`src/rtl/core/keypad_auto_repeat_top_macros.svh`:
```
// Assertion macros for the keypad auto-repeat top level.
`ifndef KEYPAD_AUTO_REPEAT_TOP_MACROS_SVH
`define KEYPAD_AUTO_REPEAT_TOP_MACROS_SVH

// Same-cycle implication, sampled on clk, off while rst is high.
`define KAR_ASSERT_IMPL(label, ante, cons) \
  label: assert property (@(posedge clk) disable iff (rst) (ante) |-> (cons)) \
    else $error("keypad auto-repeat check failed");

// Next-cycle implication, sampled on clk, off while rst is high.
`define KAR_ASSERT_NEXT(label, ante, cons) \
  label: assert property (@(posedge clk) disable iff (rst) (ante) |=> (cons)) \
    else $error("keypad auto-repeat check failed");

`endif

```
`src/rtl/core/kar_pkg.sv`:
```
// Shared types and constants for the keypad auto-repeat block.
package kar_pkg;

  localparam int KEY_W     = 16;
  localparam int KEY_POS_W = 4;
  localparam int TICK_W    = 8;
  localparam int DELAY_W   = 7;
  localparam int CFG_IDX_W = 2;

  localparam logic OP_SAMPLE = 1'b0;
  localparam logic OP_POLL   = 1'b1;

  localparam logic [CFG_IDX_W-1:0] CFG_ALT_LAYOUT  = 2'd0;
  localparam logic [CFG_IDX_W-1:0] CFG_FIRST_DELAY = 2'd1;
  localparam logic [CFG_IDX_W-1:0] CFG_NEXT_DELAY  = 2'd2;

  localparam logic [DELAY_W-1:0] FIRST_DELAY_RST = 7'd15;
  localparam logic [DELAY_W-1:0] NEXT_DELAY_RST  = 7'd3;

  typedef enum logic [1:0] {
    ST_IDLE,
    ST_SCAN,
    ST_FLUSH
  } state_t;

  typedef struct packed {
    logic sample;
    logic clear;
    logic alt_layout;
  } latch_ctrl_t;

  typedef struct packed {
    logic [KEY_W-1:0] seen_down;
    logic [KEY_W-1:0] down_again;
    logic [KEY_W-1:0] let_go;
  } latch_state_t;

endpackage

```
`src/rtl/core/kar_item_if.sv`:
```
// Input item channel: key sample or poll.
interface kar_item_if import kar_pkg::*; ();
  logic              valid;
  logic              ready;
  logic              op;
  logic [KEY_W-1:0]  raw_keys;
  logic [TICK_W-1:0] tick_now;

  modport source (output valid, output op, output raw_keys, output tick_now, input ready);
  modport sink   (input valid, input op, input raw_keys, input tick_now, output ready);
endinterface

```
`src/rtl/core/kar_result_if.sv`:
```
// Result channel: pressed and held key masks.
interface kar_result_if import kar_pkg::*; ();
  logic             valid;
  logic             ready;
  logic [KEY_W-1:0] pressed_keys;
  logic [KEY_W-1:0] held_keys;

  modport source (output valid, output pressed_keys, output held_keys, input ready);
  modport sink   (input valid, input pressed_keys, input held_keys, output ready);
endinterface

```
`src/rtl/core/kar_latches.sv`:
```
// Layout remap and sticky key latches fed by sample items.
module kar_latches import kar_pkg::*; (
  input  logic             clk,
  input  logic             rst,
  input  latch_ctrl_t      ctrl,
  input  logic [KEY_W-1:0] raw_keys,
  input  logic [KEY_W-1:0] held_mask,
  output latch_state_t     latch
);

  logic [KEY_W-1:0] keys;
  logic [KEY_W-1:0] alt_keys;

  // alternate console bit order to standard order; unmapped bits drop
  always_comb begin
    alt_keys     = '0;
    alt_keys[12] = raw_keys[11];
    alt_keys[3]  = raw_keys[10];
    alt_keys[2]  = raw_keys[8];
    alt_keys[6]  = raw_keys[7];
    alt_keys[1]  = raw_keys[6];
    alt_keys[7]  = raw_keys[3];
    alt_keys[4]  = raw_keys[2];
    alt_keys[5]  = raw_keys[0];
  end

  assign keys = ctrl.alt_layout ? alt_keys : raw_keys;

  always_ff @(posedge clk) begin
    if (rst || ctrl.clear) begin
      latch <= '0;
    end else if (ctrl.sample) begin
      latch.seen_down  <= latch.seen_down | keys;
      latch.down_again <= latch.down_again | (keys & latch.let_go);
      latch.let_go     <= latch.let_go | (held_mask & ~keys);
    end
  end

endmodule

```
`src/rtl/core/keypad_auto_repeat_top.sv`:
```
// Top level of the keypad typematic auto-repeat engine.
//
//   channel  dir  handshake          payload
//   item     in   valid/ready        op, raw_keys, tick_now
//   result   out  valid/ready        pressed_keys, held_keys
//   cfg      in   cfg_we only        cfg_index, cfg_data
//
// A sample item (op 0) is latched in the transfer cycle.
// A poll item walks keys 1..NUM_KEYS one per cycle through a single due-time
// subtract/compare and deadline adder, stopping at the first reporting key,
// then passes through flush, which loads the output register.
// item.ready is high only while idle. The result sits in an output register,
// so a new item is taken while the last result waits; a poll that finishes
// while that register is still full holds in flush until it drains.
// rst (synchronous) clears all latches, held mask, deadlines and config.

`include "keypad_auto_repeat_top_macros.svh"

module keypad_auto_repeat_top import kar_pkg::*; #(
  parameter int NUM_KEYS = 11
) (
  input  logic                 clk,
  input  logic                 rst,
  kar_item_if.sink             item,
  kar_result_if.source         result,
  input  logic                 cfg_we,
  input  logic [CFG_IDX_W-1:0] cfg_index,
  input  logic [DELAY_W-1:0]   cfg_data
);

  localparam int IDX_W = (NUM_KEYS > 1) ? $clog2(NUM_KEYS) : 1;

  // configuration registers
  logic               alt_layout;
  logic [DELAY_W-1:0] first_delay;
  logic [DELAY_W-1:0] next_delay;

  always_ff @(posedge clk) begin
    if (rst) begin
      alt_layout  <= 1'b0;
      first_delay <= FIRST_DELAY_RST;
      next_delay  <= NEXT_DELAY_RST;
    end else if (cfg_we) begin
      case (cfg_index)
        CFG_ALT_LAYOUT:  alt_layout  <= cfg_data[0];
        CFG_FIRST_DELAY: first_delay <= cfg_data;
        CFG_NEXT_DELAY:  next_delay  <= cfg_data;
        default: ;
      endcase
    end
  end

  // sequencer state
  state_t             state, state_next;
  logic [IDX_W-1:0]   key_idx;
  logic [TICK_W-1:0]  tick;
  logic [KEY_W-1:0]   held_mask;
  logic [KEY_W-1:0]   pressed;
  logic [TICK_W-1:0]  repeat_due [NUM_KEYS];
  logic               out_valid;
  logic [KEY_W-1:0]   out_pressed;
  logic [KEY_W-1:0]   out_held;

  logic item_xfer;
  logic slot_free;
  assign item_xfer = item.valid && item.ready;
  assign slot_free = !out_valid || result.ready;
  assign item.ready = (state == ST_IDLE);

  // sticky latches
  latch_ctrl_t  lctrl;
  latch_state_t latch;

  assign lctrl.sample     = item_xfer && (item.op == OP_SAMPLE);
  assign lctrl.clear      = (state == ST_FLUSH) && slot_free;
  assign lctrl.alt_layout = alt_layout;

  kar_latches u_latches (
    .clk       (clk),
    .rst       (rst),
    .ctrl      (lctrl),
    .raw_keys  (item.raw_keys),
    .held_mask (held_mask),
    .latch     (latch)
  );

  // current key: bit position is index + 1
  logic [KEY_POS_W-1:0] key_pos;
  logic [KEY_W-1:0]     key_bit;
  logic                 sd, da, lg, hm;
  assign key_pos = KEY_POS_W'(key_idx) + KEY_POS_W'(1);
  assign key_bit = KEY_W'(1) << key_pos;
  assign sd = latch.seen_down[key_pos];
  assign da = latch.down_again[key_pos];
  assign lg = latch.let_go[key_pos];
  assign hm = held_mask[key_pos];

  // shared due unit: wrap-around compare and deadline add
  logic [TICK_W-1:0] due_cur;
  logic [TICK_W-1:0] due_diff;
  logic              not_due;
  logic              use_first;
  logic [TICK_W-1:0] due_new;
  assign due_cur  = repeat_due[key_idx];
  assign due_diff = due_cur - tick;
  assign not_due  = !due_diff[TICK_W-1];
  assign due_new  = tick + TICK_W'(use_first ? first_delay : next_delay);

  logic stop, do_press, hm_set, hm_clr, due_we, last_key;
  assign last_key = (key_idx == IDX_W'(NUM_KEYS - 1));

  always_comb begin
    stop       = 1'b0;
    do_press   = 1'b0;
    hm_set     = 1'b0;
    hm_clr     = 1'b0;
    due_we     = 1'b0;
    use_first  = 1'b1;
    state_next = state;
    case (state)
      ST_IDLE: begin
        if (item_xfer && (item.op == OP_POLL)) state_next = ST_SCAN;
      end
      ST_SCAN: begin
        if (!sd) begin
          hm_clr = 1'b1;
        end else if (da) begin
          stop     = 1'b1;
          do_press = 1'b1;
          hm_set   = 1'b1;
          due_we   = 1'b1;
        end else if (hm) begin
          hm_clr = lg;
          if (!not_due) begin
            stop      = 1'b1;
            use_first = 1'b0;
            do_press  = !lg;
            due_we    = !lg;
          end
        end else begin
          stop     = 1'b1;
          do_press = !lg;
          hm_set   = !lg;
          due_we   = !lg;
        end
        if (stop || last_key) state_next = ST_FLUSH;
      end
      ST_FLUSH: begin
        if (slot_free) state_next = ST_IDLE;
      end
      default: state_next = ST_IDLE;
    endcase
  end

  always_ff @(posedge clk) begin
    if (rst) state <= ST_IDLE;
    else     state <= state_next;
  end

  always_ff @(posedge clk) begin
    if (rst) begin
      held_mask <= '0;
      for (int i = 0; i < NUM_KEYS; i++) repeat_due[i] <= '0;
    end else begin
      if (hm_set)      held_mask <= held_mask | key_bit;
      else if (hm_clr) held_mask <= held_mask & ~key_bit;
      if (due_we) repeat_due[key_idx] <= due_new;
    end
  end

  // per-poll work registers
  always_ff @(posedge clk) begin
    if (item_xfer) begin
      tick    <= item.tick_now;
      key_idx <= '0;
      pressed <= '0;
    end else if (state == ST_SCAN) begin
      if (do_press) pressed <= key_bit;
      if (!stop && !last_key) key_idx <= key_idx + IDX_W'(1);
    end
  end

  // output register
  always_ff @(posedge clk) begin
    if (rst) begin
      out_valid <= 1'b0;
    end else if (lctrl.clear) begin
      out_valid <= 1'b1;
    end else if (result.ready) begin
      out_valid <= 1'b0;
    end
  end

  always_ff @(posedge clk) begin
    if (lctrl.clear) begin
      out_pressed <= pressed;
      out_held    <= held_mask;
    end
  end

  assign result.valid        = out_valid;
  assign result.pressed_keys = out_pressed;
  assign result.held_keys    = out_held;

  // checks
  `KAR_ASSERT_IMPL(a_scan_idx_range, state == ST_SCAN, key_idx <= IDX_W'(NUM_KEYS - 1))
  `KAR_ASSERT_IMPL(a_one_press, state == ST_FLUSH, $onehot0(pressed) && !pressed[0])
  `KAR_ASSERT_NEXT(a_latch_cleared, lctrl.clear, latch == '0 && out_valid)
  `KAR_ASSERT_NEXT(a_stop_flush, state == ST_SCAN && stop, state == ST_FLUSH)

endmodule
```
`src/flat_wrapper.sv`:
```
// flat-port wrapper written by rule: the top's interface ports become plain ports
module keypad_auto_repeat_top_flat import kar_pkg::*;
#(
  parameter int NUM_KEYS = 11
)
  (clk, rst, cfg_we, cfg_index, cfg_data, item_valid, item_op, item_raw_keys, item_tick_now, item_ready, result_valid, result_pressed_keys, result_held_keys, result_ready);
  kar_item_if item_i ();
  kar_result_if result_i ();
  input  logic clk;
  input  logic rst;
  input  logic cfg_we;
  input  logic [CFG_IDX_W-1:0] cfg_index;
  input  logic [DELAY_W-1:0] cfg_data;
  input wire logic [$bits(item_i.valid)-1:0] item_valid;
  input wire logic [$bits(item_i.op)-1:0] item_op;
  input wire logic [$bits(item_i.raw_keys)-1:0] item_raw_keys;
  input wire logic [$bits(item_i.tick_now)-1:0] item_tick_now;
  output wire logic [$bits(item_i.ready)-1:0] item_ready;
  output wire logic [$bits(result_i.valid)-1:0] result_valid;
  output wire logic [$bits(result_i.pressed_keys)-1:0] result_pressed_keys;
  output wire logic [$bits(result_i.held_keys)-1:0] result_held_keys;
  input wire logic [$bits(result_i.ready)-1:0] result_ready;
  assign item_i.valid = item_valid;
  assign item_i.op = item_op;
  assign item_i.raw_keys = item_raw_keys;
  assign item_i.tick_now = item_tick_now;
  assign item_ready = item_i.ready;
  assign result_valid = result_i.valid;
  assign result_pressed_keys = result_i.pressed_keys;
  assign result_held_keys = result_i.held_keys;
  assign result_i.ready = result_ready;
  keypad_auto_repeat_top #(.NUM_KEYS(NUM_KEYS)) u_core (.clk(clk), .rst(rst), .item(item_i), .result(result_i), .cfg_we(cfg_we), .cfg_index(cfg_index), .cfg_data(cfg_data));
endmodule
```
`config.mk`:
```
export PLATFORM = sky130hd
export DESIGN_NAME = keypad_auto_repeat_top_flat
export DESIGN_NICKNAME = d
export VERILOG_FILES = /design/src/rtl/core/kar_pkg.sv /design/src/rtl/core/kar_item_if.sv /design/src/rtl/core/kar_result_if.sv /design/src/rtl/core/kar_latches.sv /design/src/rtl/core/keypad_auto_repeat_top.sv /design/src/flat_wrapper.sv
export VERILOG_INCLUDE_DIRS = /design/src /design/src/rtl/core
export SDC_FILE = /design/constraint.sdc
export NUM_CORES = 1
export LEC_CHECK = 0
export BUFFER_PORTS_ARGS = -buffer_cell sky130_fd_sc_hd__buf_2
export CAP_MARGIN = 20
export CORE_MARGIN = 8
export CORE_UTILIZATION = 25
export CTS_BUF_LIST = sky130_fd_sc_hd__clkbuf_16
export CTS_CLUSTER_SIZE = 8
export DETAILED_ROUTE_END_ITERATION = 10
export PLACE_DENSITY = 0.51
export REMOVE_ABC_BUFFERS = 1
export SYNTH_ARGS = -nofsm -noshare
export SYNTH_HDL_FRONTEND = slang
export SYNTH_SLANG_ARGS = --single-unit
```
`constraint.sdc`:
```
create_clock -name clk -period 9.26 [get_ports clk]
set_input_delay 0.463 -clock clk [delete_from_list [all_inputs] [get_ports clk]]
set_output_delay 0.463 -clock clk [all_outputs]
set_load 0.03 [all_outputs]
```
==> results.py, run 1 <==
metrics = {
    "run_status": {
        "outcome": "finished clean",
    },
    "worst_setup_path": {
        "rr_endpoint": "u_core.repeat_due[9][7]",
        "timing.critical_path.required_ns": 9.56,
        "crit_path_end": "u_core.repeat_due[9][7]",
        "timing.critical_path.to_type": "register",
        "reg2reg_setup_slack_ns": 2.07,
        "critical_path_class": "register to register",
        "crit_fanout": 22,
        "worst-r2r-cell-count": 19,
        "critical_path_source_type": "register",
        "arrival_ns": 7.49,
    },
    "sta": {
        "tightestPinTransition_ns": 1.09,
        "final_slew_viol_count": 0,
        "min_period_ns": 7.19,
        "relSlewSlack": 0.270,
        "setup_slack_ns": 2.07,
        "holdWs_ns": 0.115,
        "upper_clock_frequency_limit_mhz": 139,
        "grt_setup_unrepaired": "no",
        "finalCritPeriodShare": 0.776,
        "final.setup_skew_ns": 0.0167,
        "timing.setup.tns_ns": 0,
        "hold_viol": 0,
        "timing.final.setup_violations": 0,
    },
    "synth": {
        "postSynthRegisterBits": 274,
        "synth.avg_cell_area_um2": 12.8,
        "synth_top_flop_cell": "sky130_fd_sc_hd__edfxtp_1",
        "synth_cell_types": 60,
        "ys_seq_area_frac": 0.594,
        "yosys_warnings": 0,
        "syn-instance-count": 933,
        "synth-edff-count": 160,
        "mappedNetlistArea_um2": 11900,
        "asyncSetResetFlopFracSynth": 0,
    },
    "pwr": {
        "leakagePower_uw": 0.00510,
        "power.ir.vdd_worst_mv": 0.124,
        "power_density_over_cell_area_nw_per_um2": 241,
    },
    "clocking": {
        "clock_tree.htree_level_count": 2,
        "cts_hold_repair.buffers": 0,
        "tritoncts": "yes",
        "clock_pin_slew_worst_setup_and_hold_paths_ns": 0.05,
        "post_cts_buffers": 0,
        "max_buffers_root_to_sink": 3,
        "cts.sink_count": 274,
        "clk_latency_ns": 0.53,
        "cts-root-buf": "sky130_fd_sc_hd__clkbuf_16",
        "cts.repair.resized": 0,
        "cts_buffers": 40,
    },
    "floorplanning": {
        "chipHeight_um": 235,
        "design.core.area_um2": 47400,
        "design.portCount": 73,
        "die_x_um": 235,
        "design.die.area_um2": 55000,
        "starting_utilization_of_the_core_area": 0.252,
        "fp-row-count": 80,
    },
    "global_routing": {
        "first_global_vias": 8311,
        "antenna_found_initial": 0,
        "grt_first_pass_wirelength_um": 50600,
        "grt_max_degree": 63,
        "globalRouteOverflowTotal": 0,
        "grt_util_all_layers": 0.120,
    },
    "drt": {
        "drt.antenna.violating_nets": 0,
        "drt_pre_antenna_iters": 5,
        "detailedRoute.firstIterationViolations": 598,
        "avgViaCountPerCell": 4.84,
        "avgRoutedWirePerCell_um": 20.1,
        "drc": 0,
        "drt-total-wl_um": 33000,
        "vias": 7947,
    },
    "layout": {
        "layout-area-overhead-vs-synth_pct": 18.1,
        "most_frequent_standard_cell_in_the_layout_excluding_fill_and_tap_cells": "sky130_fd_sc_hd__edfxtp_1",
        "num-nets-final": 1066,
        "post_route_cells_drive_above_1_share": 0.215,
        "antenna_cells": 0,
        "final_cell_mix": "sky130_fd_sc_hd__edfxtp_1 (160), sky130_fd_sc_hd__nor2_1 (151), sky130_fd_sc_hd__dfxtp_1 (113)",
        "layoutNonFillerInstCount": 1643,
    },
    "placed_design": {
        "dp_cells": 1579,
        "port-buffer-count": 72,
        "finalWeightedCongestion": 0.761,
        "dp_hpwl_um": 22300,
        "placement.setup.worst_slack_ns": 2.02,
    },
    "worst_hold_path": {
        "holdCritPathClass": "input pin to register",
    },
    "flow_run": {
        "max_cap_violations": 0,
    },
}
## kinds of logic (layout without fill, tap and decap cells)
kind of cell,count (synthesis),after routing,synth area share
and+or+nand+nor,312,312,0.116
buffers and inverters,75,170,0.0299
DFF,274,274,0.594
AOI/OAI and AO/OA,122,122,0.0707
adders and majority gates,20,20,0.0216
muxes,120,120,0.160
xor gates and xnor gates,10,10,0.00797
## cell usage after synthesis, drive strengths merged, types with 16 or more instances
| cell | number | area [µm²] |
|---|---|---|
| nand3 | 16 | 80.1 |
| ha | 19 | 238 |
| nor4 | 21 | 146 |
| mux2i | 53 | 543 |
| o2bb2ai | 16 | 140 |
| a31oi | 40 | 250 |
| edfxtp | 160 | 4800 |
| inv | 16 | 60.1 |
| mux4 | 52 | 1170 |
| o21ai | 17 | 88.8 |
| dfxtp | 114 | 2280 |
| buf | 30 | 185 |
| a21oi | 28 | 144 |
| nand2 | 75 | 282 |
| clkbuf | 29 | 111 |
| nor2 | 151 | 567 |
## report_power, final
group	leakage (µW)	switching (µW)	internal, µW
Sequential	0.00250	73.0	1340
Combinational	0.00197	406	257
Clock	0.000630	529	794
Total	0.00510	1010	2390
## worst max-delay path, cell delays in order, from the launching register on
cell	delay, ns
sky130_fd_sc_hd__dfxtp_2	0.85
sky130_fd_sc_hd__buf_4	0.37
sky130_fd_sc_hd__mux4_2	0.53
sky130_fd_sc_hd__mux4_2	0.49
sky130_fd_sc_hd__ha_1	0.30
sky130_fd_sc_hd__nand4_1	0.14
sky130_fd_sc_hd__nor3_1	0.06
sky130_fd_sc_hd__a2111oi_0	0.48
sky130_fd_sc_hd__o311ai_2	0.27
sky130_fd_sc_hd__xor2_1	0.27
sky130_fd_sc_hd__nor4_4	0.71
sky130_fd_sc_hd__mux2_4	0.35
sky130_fd_sc_hd__ha_1	0.28
sky130_fd_sc_hd__a21o_1	0.17
sky130_fd_sc_hd__a21oi_1	0.22
sky130_fd_sc_hd__o21ai_0	0.14
sky130_fd_sc_hd__a2111o_1	0.44
sky130_fd_sc_hd__nand3_1	0.13
sky130_fd_sc_hd__o2111ai_2	0.31
sky130_fd_sc_hd__nor2_1	0.41
## worst min-delay path by stage
| stage | startpoint | endpoint | slack, ns | depth (start not counted) |
|---|---|---|---|---|
| final | item_tick_now[0] | u_core.tick[0] | 0.11 | 1 |
| after CTS | item_tick_now[0] | u_core.tick[0] | 0.09 | 1 |
| after detailed placement | u_core.pressed[11] | u_core.result.pressed_keys[11] | 0.42 | 0 |
| after floorplan | u_core.pressed[0] | u_core.result.pressed_keys[0] | 0.41 | 0 |
| after global routing | item_tick_now[2] | u_core.tick[2] | 0.09 | 1 |
| after global placement | u_core.pressed[5] | u_core.result.pressed_keys[5] | 0.42 | 0 |
## registers in the layout (all words and copies together), names as in the netlist, 2 cells and up, named ones only
register,cells
u_core.result.pressed_keys,16
u_core.pressed,16
u_core.first_delay,7
u_core.key_idx,4
u_core.repeat_due,128
u_core.u_latches.latch,48
u_core.state,2
u_core.tick,8
u_core.next_delay,7
u_core.result.held_keys,16
## area by class of cell
cell class,instances,area [µm²]
fillers,4873,33400
flip-flops and latches,274,7090
multi-input cells,584,4520
clock buffers,41,1030
well taps,615,769
repair buffers,91,507
clock inverters,22,120
inverters,16,60.1
## metrics by stage
step / area (µm²) / total power [µW] / utilization
after floorplan: 11600 / 1870 / -
after global placement: 12900 / 2090 / 0.272
after detailed placement: 12900 / 2100 / 0.273
after CTS: 14100 / 3440 / 0.297
after global routing: 14100 / 3540 / 0.297
final: 14100 / 3400 / 0.297
## per-layer routing
metal  wire length, µm  share of wire  global-route usage
met1             15000           0.45               0.160
met2             15600           0.47               0.199
met3              1800          0.055              0.0235
met4               551          0.017              0.0328
met5                 0              0                   0
Power figures use the tool's default switching activity.
==> run 2: changes to the inputs <==
--- a/config.mk
+++ b/config.mk
@@ -6,6 +6,7 @@
 export SDC_FILE = /design/constraint.sdc
 export NUM_CORES = 1
 export LEC_CHECK = 0
+export ABC_AREA = 1
 export BUFFER_PORTS_ARGS = -buffer_cell sky130_fd_sc_hd__buf_2
 export CAP_MARGIN = 20
 export CORE_MARGIN = 8
==> constraint.sdc (replaced) <==
create_clock -name clk -period 7.53 [get_ports clk]
set_input_delay 0.3765 -clock clk [delete_from_list [all_inputs] [get_ports clk]]
set_output_delay 0.3765 -clock clk [all_outputs]
set_load 0.03 [all_outputs]
==> run 2 against run 1 <==
  * Synthesized cell count increased by 40%
  * Global-route usage increased by 0.19 points
  * Via count increased by 17%
  * Critical path depth increased by 7
==> results.py, run 2 <==
metrics = {
    "drt": {
        "drt_pre_antenna_iters": 5,
        "drt.antenna.violating_nets": 0,
        "detailedRoute.firstIterationViolations": 536,
        "drc": 0,
        "drt-total-wl_um": 34800,
        "avgRoutedWirePerCell_um": 17.4,
        "avgViaCountPerCell": 4.64,
        "vias": 9292,
    },
    "clocking": {
        "clk_latency_ns": 0.53,
        "tritoncts": "yes",
        "cts_buffers": 40,
        "post_cts_buffers": 0,
        "cts.repair.resized": 0,
        "cts-root-buf": "sky130_fd_sc_hd__clkbuf_16",
        "clock_pin_slew_worst_setup_and_hold_paths_ns": 0.05,
        "max_buffers_root_to_sink": 3,
        "clock_tree.htree_level_count": 2,
        "cts_hold_repair.buffers": 2,
        "cts.sink_count": 274,
    },
    "sta": {
        "final.setup_skew_ns": 0.0178,
        "tightestPinTransition_ns": 1.10,
        "timing.setup.tns_ns": 0,
        "upper_clock_frequency_limit_mhz": 170,
        "timing.final.setup_violations": 0,
        "setup_slack_ns": 1.64,
        "final_slew_viol_count": 0,
        "min_period_ns": 5.89,
        "grt_setup_unrepaired": "no",
        "relSlewSlack": 0.265,
        "hold_viol": 0,
        "finalCritPeriodShare": 0.783,
    },
    "pwr": {
        "p_sw_uw": 1210,
        "power.ir.vdd_worst_mv": 0.159,
        "cell_internal_pwr_uw": 2860,
        "power_frac_clock": 0.402,
        "power_density_over_cell_area_nw_per_um2": 287,
        "leakagePower_uw": 0.00556,
        "combPwrFrac": 0.183,
        "switching_share": 0.297,
        "total_power_uw": 4080,
        "pwr-share-seq": 0.415,
    },
    "synth": {
        "postSynthRegisterBits": 274,
        "yosys_warnings": 0,
        "synth_cell_types": 46,
        "synth_largest_type_area_fraction": 0.396,
        "post_synth_main_area_contributors": "sky130_fd_sc_hd__edfxtp_1 (40%), sky130_fd_sc_hd__dfxtp_1 (19%), sky130_fd_sc_hd__o21ai_0 (6.2%)",
        "synth-edff-count": 160,
        "synth_top_flop_cell": "sky130_fd_sc_hd__edfxtp_1",
        "syn-instance-count": 1304,
        "synth.avg_cell_area_um2": 9.30,
        "post_synth_most_frequent_cells": "sky130_fd_sc_hd__nor2_1 (197), sky130_fd_sc_hd__edfxtp_1 (160), sky130_fd_sc_hd__o21ai_0 (150), sky130_fd_sc_hd__nand2_1 (144), sky130_fd_sc_hd__inv_1 (139)",
        "ys_seq_area_frac": 0.584,
        "mappedNetlistArea_um2": 12100,
        "yosysTopAreaCell": "sky130_fd_sc_hd__edfxtp_1",
        "synthMostInstantiatedCell": "sky130_fd_sc_hd__nor2_1",
        "asyncSetResetFlopFracSynth": 0,
    },
    "worst_setup_path": {
        "worst-r2r-cell-count": 26,
        "critical_path_source_type": "register",
        "timing.critical_path.required_ns": 7.77,
        "critical_path_class": "register to register",
        "reg2reg_setup_slack_ns": 1.64,
        "timing.critical_path.to_type": "register",
        "crit_fanout": 62,
        "critical-path-max-stage-delay_ns": 0.74,
        "arrival_ns": 6.13,
        "crit_path_frequent_cell": "sky130_fd_sc_hd__nand2_1",
        "critical-path-slowest-cell": "sky130_fd_sc_hd__inv_2",
    },
    "placed_design": {
        "placement.setup.worst_slack_ns": 1.69,
        "dp_hpwl_um": 23800,
        "finalWeightedCongestion": 0.826,
        "dp_cells": 1932,
        "port-buffer-count": 72,
    },
    "layout": {
        "largest-register": "u_core.repeat_due",
        "top_regs": "u_core.repeat_due (128), u_core.u_latches.latch (48)",
        "layout.core_utilization": 0.297,
        "largest_register_ffs": 128,
        "seqCellArea_um2": 7090,
        "fill_cells": 5003,
        "antenna_cells": 0,
        "final_cell_mix": "sky130_fd_sc_hd__nor2_1 (196), sky130_fd_sc_hd__inv_1 (162), sky130_fd_sc_hd__edfxtp_1 (160)",
        "multiInputGateArea_um2": 4160,
        "layout-area-overhead-vs-synth_pct": 17.2,
        "post_route_cells_drive_above_1_share": 0.126,
        "num-nets-final": 1420,
        "layoutNonFillerInstCount": 2001,
        "most_frequent_standard_cell_in_the_layout_excluding_fill_and_tap_cells": "sky130_fd_sc_hd__nor2_1",
    },
    "worst_hold_path": {
        "worstHoldPathCells": 1,
        "holdCritPathClass": "input pin to register",
    },
    "floorplanning": {
        "die_x_um": 236,
        "starting_utilization_of_the_core_area": 0.253,
        "design.core.area_um2": 47800,
        "design.die.area_um2": 55800,
        "chipHeight_um": 236,
        "fp-row-count": 80,
        "design.portCount": 73,
    },
    "global_routing": {
        "grt_util_all_layers": 0.122,
        "first_global_vias": 9228,
        "antenna_found_initial": 0,
        "grt_first_pass_wirelength_um": 54500,
        "globalRouteOverflowTotal": 0,
        "grt_max_degree": 67,
    },
    "run_status": {
        "outcome": "finished clean",
    },
    "flow_run": {
        "max_cap_violations": 0,
    },
}
## run 2: changes by cell type after synthesis, moves of 52 or more
cell / delta
sky130_fd_sc_hd__o21ai_0: +140
sky130_fd_sc_hd__inv_1: +124
sky130_fd_sc_hd__a21oi_1: +78
sky130_fd_sc_hd__nand2_1: +69
sky130_fd_sc_hd__nand3_1: +61
sky130_fd_sc_hd__mux2i_1: -52
sky130_fd_sc_hd__mux4_2: -52
## run 2: power by group through the flow
| stage | Clock (µW) | Sequential [µW] | Combinational (µW) |
|---|---|---|---|
| floorplan | 0 | 1760 | 452 |
| global placement | 0 | 1720 | 737 |
| detailed placement | 0 | 1720 | 743 |
| CTS | 1680 | 1690 | 747 |
| global route | 1730 | 1700 | 837 |
| finish | 1640 | 1690 | 744 |
## run 2: cell type report
cell class / instances / area share
sequential: 274 / 0.499
multi-input combinational: 812 / 0.293
clock buffer: 42 / 0.0740
tap: 615 / 0.0542
inverter: 146 / 0.0386
timing repair buffer: 87 / 0.0339
clock inverter: 25 / 0.00775
## run 2: stage by stage
step	area, µm²	hold WS [ns]
after global routing	14200	0.00354
after floorplan	11800	0.403
after detailed placement	13000	0.413
after CTS	14200	0.000322
after global placement	13000	0.416
final	14200	0.0213
## run 2: critical path, delay by kind of cell, from the launching register on
family,cells,cell delay [ns]
adder cells (fa/ha/maj),2,0.56
AND/OR/NAND/NOR,11,1.40
buffers and inverters,3,0.99
AO/OA/AOI/OAI,8,1.83
flip-flops,1,0.32
multiplexers,1,0.35
XOR/XNOR,1,0.13
## run 2: final timing paths
kind,from,to
setup reg to reg,register,u_core.repeat_due[12][7]
hold / removal,item_tick_now[3],u_core.tick[3]
setup / recovery,register,u_core.repeat_due[12][7]
hold reg to reg,u_core.pressed[11],u_core.result.pressed_keys[11]
## run 2: kinds of logic after synthesis
group / count (synthesis) / share of synthesized area
DFF: 274 / 0.584
muxes: 6 / 0.00557
AOI/OAI and AO/OA: 310 / 0.141
and+or+nand+nor: 470 / 0.170
buffers and inverters: 218 / 0.0736
xor gates and xnor gates: 6 / 0.00495
adders and majority gates: 20 / 0.0213
## run 2: metal layers
metal | track usage | wire length [µm] | vias to the layer above
met3 | 0.0201 | 1740 | 64
met2 | 0.203 | 16500 | 241
met4 | 0.0410 | 932 | 0
met5 | 0 | 0 | -
met1 | 0.160 | 15600 | 4447
li1 | - | - | 4540
==> run 3: changes to the inputs <==
--- a/config.mk
+++ b/config.mk
@@ -6,7 +6,7 @@
 export SDC_FILE = /design/constraint.sdc
 export NUM_CORES = 1
 export LEC_CHECK = 0
-export ABC_AREA = 1
+export ABC_AREA = 0
 export BUFFER_PORTS_ARGS = -buffer_cell sky130_fd_sc_hd__buf_2
 export CAP_MARGIN = 20
 export CORE_MARGIN = 8
==> constraint.sdc (replaced) <==
create_clock -name clk -period 5.66 [get_ports clk]
set_input_delay 0.283 -clock clk [delete_from_list [all_inputs] [get_ports clk]]
set_output_delay 0.283 -clock clk [all_outputs]
set_load 0.03 [all_outputs]
==> run 3 against run 2 <==
  * The flow now finishes with violations (setup timing)
  * Routed wire length decreased by 2.6%
  * Global-route usage is 0.089 points higher
  * Clock-buffer cell count is 1 lower
  * Total power grew 47%
  * Sequential share of layout area down 3.5 points
  * Sequential power is 33% higher
  * Critical endpoint is now u_core.repeat_due[2][7]
  * Highest routed layer unchanged
==> results.py, run 3 (same netlist as run 1, synthesis figures left out) <==
metrics = {
    "layout": {
        "largest-register": "u_core.repeat_due",
        "post_route_cells_drive_above_1_share": 0.295,
        "antenna_cells": 0,
        "top_regs": "u_core.repeat_due (128), u_core.u_latches.latch (48)",
        "num-nets-final": 1155,
        "final_area_um2": 15300,
        "layout-area-overhead-vs-synth_pct": 27.9,
        "final_cell_mix": "sky130_fd_sc_hd__edfxtp_1 (160), sky130_fd_sc_hd__nor2_1 (137), sky130_fd_sc_hd__dfxtp_1 (113)",
        "fill_cells": 4775,
        "largest_register_ffs": 128,
        "most_frequent_standard_cell_in_the_layout_excluding_fill_and_tap_cells": "sky130_fd_sc_hd__edfxtp_1",
    },
    "clocking": {
        "clock_tree.htree_level_count": 2,
        "cts-root-buf": "sky130_fd_sc_hd__clkbuf_16",
        "clk_latency_ns": 0.54,
        "max_buffers_root_to_sink": 3,
        "tritoncts": "yes",
        "cts.sink_count": 274,
        "cts_buffers": 40,
        "clock_pin_slew_worst_setup_and_hold_paths_ns": 0.05,
    },
    "pwr": {
        "leakagePower_uw": 0.00561,
        "power.ir.vdd_worst_mv": 0.181,
        "power_frac_clock": 0.365,
        "switching_share": 0.298,
        "p_sw_uw": 1780,
        "pwr-share-seq": 0.376,
        "cell_internal_pwr_uw": 4200,
        "combPwrFrac": 0.259,
        "power_density_over_cell_area_nw_per_um2": 392,
    },
    "drt": {
        "drt-total-wl_um": 33900,
        "met1_length_um": 15500,
        "avgViaCountPerCell": 4.75,
        "detailedRoute.firstIterationViolations": 574,
        "highest_layer": "met4",
        "drt.antenna.violating_nets": 0,
        "drt_pre_antenna_iters": 5,
        "vias": 8225,
        "route.met2.wl_um": 16000,
        "avgRoutedWirePerCell_um": 19.6,
        "met3RoutedLength_um": 1770,
        "drc": 0,
    },
    "placed_design": {
        "port-buffer-count": 72,
        "dp_hpwl_um": 23200,
        "finalWeightedCongestion": 0.816,
        "placed_area_um2": 13400,
    },
    "floorplanning": {
        "fp-row-count": 80,
        "design.core.area_um2": 47400,
        "starting_utilization_of_the_core_area": 0.252,
        "die_x_um": 235,
        "design.portCount": 73,
        "chipHeight_um": 235,
        "design.die.area_um2": 55000,
    },
    "sta": {
        "final.setup_skew_ns": 0.0214,
        "setup_slack_ns": -0.0367,
        "tightestPinTransition_ns": 1.05,
        "min_period_ns": 5.70,
        "final_slew_viol_count": 0,
        "timing.final.setup_violations": 15,
        "finalCritPeriodShare": 1.01,
        "timing.setup.tns_ns": -0.295,
        "hold_viol": 0,
        "upper_clock_frequency_limit_mhz": 176,
        "grt_setup_unrepaired": "yes",
        "relSlewSlack": 0.300,
    },
    "flow_run": {
        "max_cap_violations": 0,
    },
    "worst_hold_path": {
        "holdCritPathClass": "input pin to register",
    },
    "worst_setup_path": {
        "timing.critical_path.to_type": "register",
        "critical_path_class": "register to register",
        "critical_path_source_type": "register",
        "arrival_ns": 5.96,
        "timing.critical_path.required_ns": 5.92,
        "crit_fanout": 5,
    },
    "global_routing": {
        "globalRouteOverflowTotal": 0,
        "grt_max_degree": 49,
        "grt_util_all_layers": 0.123,
        "first_global_vias": 8424,
        "grt_first_pass_wirelength_um": 51700,
        "antenna_found_initial": 0,
    },
    "run_status": {
        "failing_checks": "setup timing",
        "outcome": "complete, but fails checks",
    },
}
==> run 3: changes by cell type in the layout (fill, tap and decap cells not counted), sizes merged, moves of 35 or more <==
cell	before	now
a21oi	106	28
a31oi	5	40
buf	85	162
inv	169	34
mux2i	0	53
mux4	0	52
nand2	155	75
nand3	78	16
nor2	201	151
o21ai	155	17
==> run 3: layout make-up <==
type	count	area, µm²	share of cell area
clock inverters	21	123	0.00803
well taps	615	769	0.0504
flip-flops and latches	274	7090	0.464
repair buffers	180	1380	0.0904
clock buffers	41	1030	0.0672
multi-input cells	584	4820	0.316
inverters	16	60.1	0.00393
==> run 3: metal layers <==
metal | up-vias | track usage
li1 | 3803 | -
met1 | 4143 | 0.166
met2 | 229 | 0.200
met3 | 50 | 0.0231
met4 | 0 | 0.0367
met5 | - | 0
==> run 3: what timing repair did <==
action                                  in CTS  in global routing
buffers inserted                            14                  2
pin swaps                                   21                 11
endpoints found under the setup margin      69                 75
endpoints found under the hold margin       21                  0
hold buffers                                16                  0
cloned                                       3                  2
gates resized for setup                     44                 30
==> run 3: path summary, 6_finish.rpt <==
kind | start | to | slack (ns) | cells after the start
max | register | u_core.repeat_due[2][7] | -0.04 | 25
max reg2reg | register | u_core.repeat_due[2][7] | -0.04 | 25
min | item_raw_keys[15] | u_core.u_latches.latch[47] | 0.03 | 3
min reg2reg | u_core.pressed[6] | u_core.result.pressed_keys[6] | 0.43 | 0
==> run 3: stage by stage <==
step / utilization / worst slack [ns] / total power, µW / hold WS (ns) / instances
2_1_floorplan: - / -1.34 / 3060 / 0.352 / 874
6_report: 0.322 / -0.0367 / 5980 / 0.0306 / 1731
3_3_place_gp: 0.282 / -0.333 / 3590 / 0.415 / 1632
3_5_place_dp: 0.282 / -0.447 / 3600 / 0.415 / 1632
5_1_grt: 0.322 / -0.231 / 6220 / 0.0621 / 1731
4_1_cts: 0.319 / -0.0204 / 5980 / 0.0248 / 1727
==> run 3: power groups by stage <==
stage	clock [µW]	sequential, µW	combinational (µW)
global route	2300	2260	1650
finish	2180	2250	1550
CTS	2220	2250	1510
floorplan	0	2370	694
global placement	0	2290	1300
detailed placement	0	2290	1300
==> run 3: critical path, cell delays in order (launching register included) <==
cell,delay (ns)
sky130_fd_sc_hd__dfxtp_4,0.37
sky130_fd_sc_hd__buf_6,0.12
sky130_fd_sc_hd__buf_6,0.10
sky130_fd_sc_hd__mux4_2,0.48
sky130_fd_sc_hd__mux4_2,0.53
sky130_fd_sc_hd__ha_4,0.18
sky130_fd_sc_hd__a21o_1,0.18
sky130_fd_sc_hd__a21o_1,0.18
sky130_fd_sc_hd__a2111oi_4,0.35
sky130_fd_sc_hd__buf_4,0.16
sky130_fd_sc_hd__o311ai_2,0.08
sky130_fd_sc_hd__buf_4,0.17
sky130_fd_sc_hd__xor2_4,0.19
sky130_fd_sc_hd__nor4_4,0.17
sky130_fd_sc_hd__buf_4,0.18
sky130_fd_sc_hd__buf_6,0.10
sky130_fd_sc_hd__mux2_4,0.30
sky130_fd_sc_hd__ha_4,0.21
sky130_fd_sc_hd__a21o_1,0.16
sky130_fd_sc_hd__a21oi_2,0.16
sky130_fd_sc_hd__o21ai_2,0.09
sky130_fd_sc_hd__a2111o_1,0.40
sky130_fd_sc_hd__a21o_1,0.23
sky130_fd_sc_hd__o2111ai_4,0.11
sky130_fd_sc_hd__buf_6,0.18
sky130_fd_sc_hd__nor2_1,0.04
